File: config.mk
export PLATFORM = sky130hd
export DESIGN_NAME = mtsq_div_pipe
export DESIGN_NICKNAME = d
export VERILOG_FILES = /design/src/rtl/mtsq_pkg.sv /design/src/rtl/mtsq_div_pipe.sv
export SDC_FILE = /design/constraint.sdc
export NUM_CORES = 2
export LEC_CHECK = 0
export BUFFER_PORTS_ARGS = -buffer_cell sky130_fd_sc_hd__buf_2
export CAP_MARGIN = 25
export CORE_ASPECT_RATIO = 0.7
export CORE_MARGIN = 1
export CORE_UTILIZATION = 25
export CTS_CLUSTER_DIAMETER = 50
export DETAILED_ROUTE_END_ITERATION = 8
export PLACE_DENSITY = 0.48
export SLEW_MARGIN = 10
export SYNTH_ARGS = -nofsm -noshare
export SYNTH_HDL_FRONTEND = slang
export SYNTH_MEMORY_MAX_BITS = 65536
export SYNTH_SLANG_ARGS = --single-unit
export TNS_END_PERCENT = 30
File: constraint.sdc
create_clock -name clock -period 4.39 [get_ports clock]
set_input_delay 1.317 -clock clock [delete_from_list [all_inputs] [get_ports clock]]
set_output_delay 1.317 -clock clock [all_outputs]
set_load 0.01 [all_outputs]
File: src/rtl/mtsq_pkg.sv
// ----------------------------------------------------------------------------
// mtsq_pkg
// shared widths, constants, types and the output conversion function
// ----------------------------------------------------------------------------
package mtsq_pkg;

   localparam int DATA_W         = 32;
   localparam int WORK_FRAC      = 30;
   localparam int QUAT_FRAC_BITS = 30;
   localparam int QUAT_SHIFT     = WORK_FRAC - QUAT_FRAC_BITS;

   // square root: 64-bit radicand, 32-bit root
   localparam int RAD_W  = 64;
   localparam int ROOT_W = RAD_W / 2;

   // divider: magnitude numerator, unsigned divisor, Q30 quotient
   localparam int DIV_NUM_W = 33;
   localparam int DIV_DEN_W = 33;
   localparam int DIV_QUO_W = 32;

   // normalized elements and their sums in signed Q30
   localparam int NRM_W = 34;
   localparam logic signed [NRM_W-1:0] ONE_Q30   = 34'sh0_4000_0000;
   localparam logic signed [NRM_W-1:0] TRACE_MIN = 34'sd1074;

   localparam logic [DIV_QUO_W-1:0] QUAT_LIM = 32'h4000_0000;
   localparam logic [DATA_W-1:0]    QUAT_ONE = QUAT_LIM >> QUAT_SHIFT;

   // branch code doubles as the index of the component equal to r/2
   typedef enum logic [1:0] {
      BR_X     = 2'd0,
      BR_Y     = 2'd1,
      BR_Z     = 2'd2,
      BR_TRACE = 2'd3
   } branch_type;

   // saturate magnitude to 1.0, rescale, restore sign
   function automatic logic [DATA_W-1:0] to_quat(input logic neg,
                                                 input logic [DIV_QUO_W-1:0] mag);
      logic [DIV_QUO_W-1:0] m;
      m = (mag > QUAT_LIM) ? QUAT_LIM : mag;
      m = m >> QUAT_SHIFT;
      return neg ? DATA_W'(-m) : DATA_W'(m);
   endfunction

endpackage

File: src/rtl/mtsq_div_pipe.sv
// ----------------------------------------------------------------------------
// mtsq_div_pipe
// restoring divider for (num << FRAC) / den, one quotient bit per stage,
// saturating on overflow and giving zero for a zero divisor
// ----------------------------------------------------------------------------
module mtsq_div_pipe #(
   parameter int NUM_W = mtsq_pkg::DIV_NUM_W,
   parameter int DEN_W = mtsq_pkg::DIV_DEN_W,
   parameter int QUO_W = mtsq_pkg::DIV_QUO_W,
   parameter int FRAC  = mtsq_pkg::WORK_FRAC
) (
   input  logic             clock,
   input  logic             en,
   input  logic [NUM_W-1:0] num,
   input  logic [DEN_W-1:0] den,
   output logic [QUO_W-1:0] quo
);

   localparam int STAGES = QUO_W;
   localparam int HI_SH  = QUO_W - FRAC;

   logic [DEN_W-1:0] rem_ff  [STAGES];
   logic [DEN_W-1:0] rem_in  [STAGES];
   logic [QUO_W-1:0] quo_ff  [STAGES];
   logic [QUO_W-1:0] quo_in  [STAGES];
   logic [QUO_W-1:0] feed_ff [STAGES];
   logic [QUO_W-1:0] feed_in [STAGES];
   logic [DEN_W-1:0] den_ff  [STAGES];
   logic [DEN_W-1:0] den_in  [STAGES];
   logic             ovf_ff  [STAGES];
   logic             ovf_in  [STAGES];
   logic             dz_ff   [STAGES];
   logic             dz_in   [STAGES];

   for (genvar i = 0; i < STAGES; i++) begin : g_stage
      logic [DEN_W-1:0] rem_p;
      logic [QUO_W-1:0] quo_p;
      logic [QUO_W-1:0] feed_p;
      logic [DEN_W-1:0] den_p;
      logic             ovf_p;
      logic             dz_p;
      logic [DEN_W:0]   rem_t;
      logic [DEN_W:0]   diff;
      logic             ge;

      if (i == 0) begin : g_first
         // quotient of 2^QUO_W or more shows in the high part alone
         assign rem_p  = DEN_W'(num >> HI_SH);
         assign quo_p  = '0;
         assign feed_p = {num[HI_SH-1:0], FRAC'(0)};
         assign den_p  = den;
         assign ovf_p  = (num >> HI_SH) >= NUM_W'(den);
         assign dz_p   = den == '0;
      end else begin : g_next
         assign rem_p  = rem_ff[i-1];
         assign quo_p  = quo_ff[i-1];
         assign feed_p = feed_ff[i-1];
         assign den_p  = den_ff[i-1];
         assign ovf_p  = ovf_ff[i-1];
         assign dz_p   = dz_ff[i-1];
      end

      assign rem_t      = {rem_p, feed_p[QUO_W-1]};
      assign diff       = rem_t - {1'b0, den_p};
      assign ge         = rem_t >= {1'b0, den_p};
      assign rem_in[i]  = ge ? diff[DEN_W-1:0] : rem_t[DEN_W-1:0];
      assign quo_in[i]  = {quo_p[QUO_W-2:0], ge};
      assign feed_in[i] = {feed_p[QUO_W-2:0], 1'b0};
      assign den_in[i]  = den_p;
      assign ovf_in[i]  = ovf_p;
      assign dz_in[i]   = dz_p;
   end

   always_ff @(posedge clock) begin
      if (en) begin
         for (int i = 0; i < STAGES; i++) begin
            rem_ff[i]  <= rem_in[i];
            quo_ff[i]  <= quo_in[i];
            feed_ff[i] <= feed_in[i];
            den_ff[i]  <= den_in[i];
            ovf_ff[i]  <= ovf_in[i];
            dz_ff[i]   <= dz_in[i];
         end
      end
   end

   assign quo = dz_ff[STAGES-1]  ? '0 :
                ovf_ff[STAGES-1] ? '1 : quo_ff[STAGES-1];

endmodule

Word-level counts from Yosys, hierarchy flattened
Memories as Yosys holds them, arrays and structs flattened.
Index checks and enable logic that the tools add are counted.
W data, S select, Z words.
Operators by class
  order comparisons: 33
  add/sub/neg operators: 32
  reduce and logical (&&, ||, !) cells: 1
  muxes and demuxes: 36
Operator list (number)
  $mux W33: 32
  $ge A34 B33 Y1: 31
  $sub A33 B33 Y33: 31
  $mux W32: 2
  $ge A31 B33 Y1: 1
  $ge A32 B33 Y1: 1
  $logic_not A33 Y1: 1
  $sub A32 B33 Y33: 1
  $mux W1: 2
Word-level totals
  memories: 6
  word-level logic and storage cells: 108
  flip-flop bits (word level): 0
  memory bits (writable): 4192
Memories
  den_ff: depth 32, width 33, read ports 31, clocked after memory_dff 0, write ports 32, RTL line mtsq_div_pipe.sv:28  | logic [DEN_W-1:0] den_ff [STAGES];
  rem_ff: depth 32, width 33, read ports 31, clocked after memory_dff 0, write ports 32, RTL line mtsq_div_pipe.sv:22  | logic [DEN_W-1:0] rem_ff [STAGES];
  quo_ff: depth 32, width 32, read ports 32, clocked after memory_dff 0, write ports 32, RTL line mtsq_div_pipe.sv:24  | logic [QUO_W-1:0] quo_ff [STAGES];
  feed_ff: depth 32, width 31, read ports 31, clocked after memory_dff 0, write ports 32, RTL line mtsq_div_pipe.sv:26  | logic [QUO_W-1:0] feed_ff [STAGES];
  dz_ff: depth 32, width 1, read ports 32, clocked after memory_dff 0, write ports 32, RTL line mtsq_div_pipe.sv:32  | logic dz_ff [STAGES];
  ovf_ff: depth 32, width 1, read ports 32, clocked after memory_dff 0, write ports 32, RTL line mtsq_div_pipe.sv:30  | logic ovf_ff [STAGES];

Longest topological paths before layout
An unclocked memory read counts as a cell.
  word-level depth: 3
  mapped depth: 17
  mapped depth without buffers: 15

Worst setup path before layout
No wires, ideal clock.
  path type: input port to flip-flop
  start point: input port den[4]
  end point: memory rem_ff[0][29] (netlist bit) (data pin)
  buffers on the path: 1
  slack: 0.146 ns
  cell stages on the path: 14
  arrival time: 3.984 ns
  path through: inv_1 -> ha_1 -> and2_1 -> a311oi_1 -> a211o_1 -> a2111oi_0 -> nor2_1 -> nand2_1 -> a21o_1 -> a211o_1 -> nand2_1 -> a21oi_2 -> buf_2 -> mux2_2
RTL lines
  from (decl): RTL line mtsq_div_pipe.sv:15  | input logic [DEN_W-1:0] den,
  to (decl): RTL line mtsq_div_pipe.sv:22

==> results.sh <==
export IMPL_outcome="finished clean"
export IMPL_cp_data_arrival_time_ns=4.96
export IMPL_synth_area_mm2=0.146
export IMPL_cts_sinks=2639
export IMPL_pre_cts_slack_ns=-0.281
export IMPL_grt_start_max_net_pins=152
export IMPL_powerDensity_mw_per_mm2=751
export IMPL_synthCells=12800
export IMPL_synth_area_top_cells="edfxtp_1 (54%), ha_1 (9.3%), a21oi_1 (3.8%)"
export IMPL_ys_types=100
export IMPL_hold_path_class="reg2reg"
export IMPL_drtPass1Iterations=5
export IMPL_cts_tree="done"
export IMPL_start_kind="register"
export IMPL_setup_ws_ns=0.0990
export IMPL_cts_setup_buffers=0
export IMPL_drc=0
export IMPL_postRouteAntennaNets=0
export IMPL_drive_gt1_frac=0.110
export IMPL_synth_edf_count=2639
export IMPL_wl_per_cell_um=17.0
export IMPL_area_growth_pct=16.4
export IMPL_grt_pass1_wl_um=557000
export IMPL_rsz0062_at_grt="no"
export IMPL_die_area_mm2=0.589
export IMPL_path_depth=13
export IMPL_place_hpwl_um=274000
export IMPL_grt_usage=0.119
export IMPL_cts_htree_levels=5
export IMPL_crit_type="reg2reg"
export IMPL_root_buffer="clkbuf_16"
export IMPL_syn_num_nets=14000
export IMPL_fmax_ghz=0.233
export IMPL_drtIter0Drc=7599
export IMPL_insertion_delay_ns=1.00
export IMPL_critPathSlowestCell="o31ai_2"
export IMPL_finalWirelength_um=363000
export IMPL_avgViaCountPerCell=4.51
export IMPL_power_mw=128
export IMPL_syn_avg_cell_area_um2=11.4
export IMPL_fin_nets=14500
export IMPL_setup_violations=0
export IMPL_grt_pass1_vias=91700
export IMPL_clk_pin_slew_ns=0.06
export IMPL_netlist_area_leader_share=0.541
export IMPL_io_buffer_count=99
export IMPL_yosys_area_top_type="edfxtp_1"
export IMPL_pin_count=100
export IMPL_dieHeight_um=642
export IMPL_slew_violations=0
export IMPL_cp_required_ns=5.06
export IMPL_numCtsBuffers=348
export IMPL_ys_flop_type="edfxtp_1"
export IMPL_final_common_cell="edfxtp_1"
export IMPL_r2r_cells=13
export IMPL_fin_crit_ns=4.29
export IMPL_p_leak_nw=67.9
export IMPL_path_cells="ha_1, nand4_1, a211oi_1, buf_4, o31ai_2, nand3_1, a21o_1, o21ai_0, a21oi_1, o211ai_1, a211o_2, buf_12, mux2_2"
export IMPL_core_area_mm2=0.582
export IMPL_start_util=0.252
export IMPL_post_route_period_util=0.977
export IMPL_placed_area_mm2=0.159
export IMPL_globalRoute_totalOverflow=0
export IMPL_end_kind="register"
export IMPL_ir_drop_uv=347
export IMPL_synth_seq_cells=2639
export IMPL_drv_cap=0
export IMPL_clockBufferDepth=4
export IMPL_final_cell_mix="edfxtp_1 (2639), inv_1 (1314), a21oi_1 (1105)"
export IMPL_num_rows=234
export IMPL_tightest_slew_ns=0.956
export IMPL_yosysWarnings=0
export IMPL_crit_path_max_fanout=54
export IMPL_max_stage_delay_ns=0.48
export IMPL_postLayoutCoreUtil=0.293
export IMPL_async_reset_ff_frac=0
export IMPL_place_gp_congestion=0.848
export IMPL_dieWidth_um=917
export IMPL_ys_seq_area_frac=0.541
export IMPL_min_path_cells=0
export IMPL_hold_violations=0
export IMPL_cp_top_family="compound AO/OA/AOI/OAI gates"
export IMPL_routed_via_count=96200
export IMPL_timing_slew_headroom=0.359
export IMPL_grt_antenna_before_repair=9
export IMPL_fin_skew_ns=0.0843
export IMPL_design_area_mm2=0.170
export IMPL_critPathBufInv=2
-- cell families (layout without fill, tap and decap cells) --
| kind of cell | Yosys count | in the layout | synth area share |
|---|---|---|---|
| multiplexers | 465 | 465 | 0.0362 |
| other | 0 | 3 | 0 |
| flip-flops | 2639 | 2639 | 0.541 |
| buffers and inverters | 1594 | 2351 | 0.0417 |
| adder cells (fa/ha/maj) | 1116 | 1116 | 0.0969 |
| AND/OR/NAND/NOR | 2755 | 2755 | 0.0895 |
| AO/OA/AOI/OAI | 3360 | 3360 | 0.142 |
| XOR/XNOR | 877 | 877 | 0.0525 |
-- path summary, 6_finish.rpt --
check	from	slack [ns]	endpoint
setup / recovery	rem_ff[0][498]$_DFFE_PP_	0.1	rem_ff[1][9]$_DFFE_PP_
hold / removal	quo_ff[1][327]$_DFFE_PP_	0.37	quo_ff[1][360]$_DFFE_PP_
setup reg to reg	rem_ff[0][498]$_DFFE_PP_	0.1	rem_ff[1][9]$_DFFE_PP_
hold reg to reg	quo_ff[1][327]$_DFFE_PP_	0.37	quo_ff[1][360]$_DFFE_PP_
-- flip-flops by register name, indices dropped and copies added (netlist names) --
signal	flops
den_ff	1023
rem_ff	1023
quo_ff	528
dz_ff	32
ovf_ff	32
feed_ff	1
-- worst reg2reg max path: stages, from the launching register on --
cell	delay, ns
edfxtp_1	0.42
ha_1	0.41
nand4_1	0.23
a211oi_1	0.09
buf_4	0.16
o31ai_2	0.48
nand3_1	0.16
a21o_1	0.26
o21ai_0	0.40
a21oi_1	0.23
o211ai_1	0.30
a211o_2	0.22
buf_12	0.23
mux2_2	0.45
-- cells in the mapped netlist, types with 29 or more instances --
cell type,count
xnor2_1,531
nand4_1,147
o21ai_0,800
fa_1,31
a211oi_1,82
a21oi_1,1105
ha_1,1085
o211ai_1,56
o21a_1,138
nand3_1,190
and2_1,45
nor3_1,138
mux2_2,410
and3_1,113
a31oi_1,105
a21o_1,493
inv_1,1314
o31ai_1,71
or3_1,43
nor2b_1,198
o21bai_1,127
a21boi_0,39
nand2b_1,171
a211o_1,42
buf_2,38
edfxtp_1,2639
clkbuf_1,214
nor4_1,29
xor2_1,346
and4_1,29
nand2_1,810
nor2_1,756
-- through the flow --
| step | TNS (ns) | hold WS (ns) | std cells |
|---|---|---|---|
| 6_report | 0 | 0.371 | 21400 |
| 5_1_grt | 0 | 0.365 | 21400 |
| 4_1_cts | 0 | 0.365 | 21400 |
| 3_5_place_dp | -7.01 | 0.405 | 20700 |
| 3_3_place_gp | -12.76 | 0.400 | 20700 |
| 2_1_floorplan | 0 | 0.400 | 12800 |
-- layer usage --
layer,wire [um],vias to the layer above,global-route usage
met5,45,-,0
met1,200000,45500,0.196
met2,130000,2173,0.151
li1,-,48000,-
met4,8510,6,0.0280
met3,24600,488,0.0265
-- power breakdown --
| part | internal (mW) | total, mW | switching [mW] |
|---|---|---|---|
| Combinational | 25.2 | 57.1 | 31.9 |
| Sequential | 37.5 | 42.1 | 4.61 |
| Clock | 16.9 | 28.9 | 12.0 |
-- repair_timing --
action	4_1_cts	5_1_grt
endpoints found under the setup margin	0	33
hold buffers	0	0
resized for setup	0	3
-- area by class of cell --
cell class                 count  area, um2
antenna                        3       7.51
clock buffer                 391       8910
clock inverter               247       2830
fill                       59400     411000
inverter                    1315       4940
multi-input combinational   8573      61300
sequential                  2639      79200
tap                         7788       9740
timing repair buffer         398       3460
(Power assumes the default switching activity.)
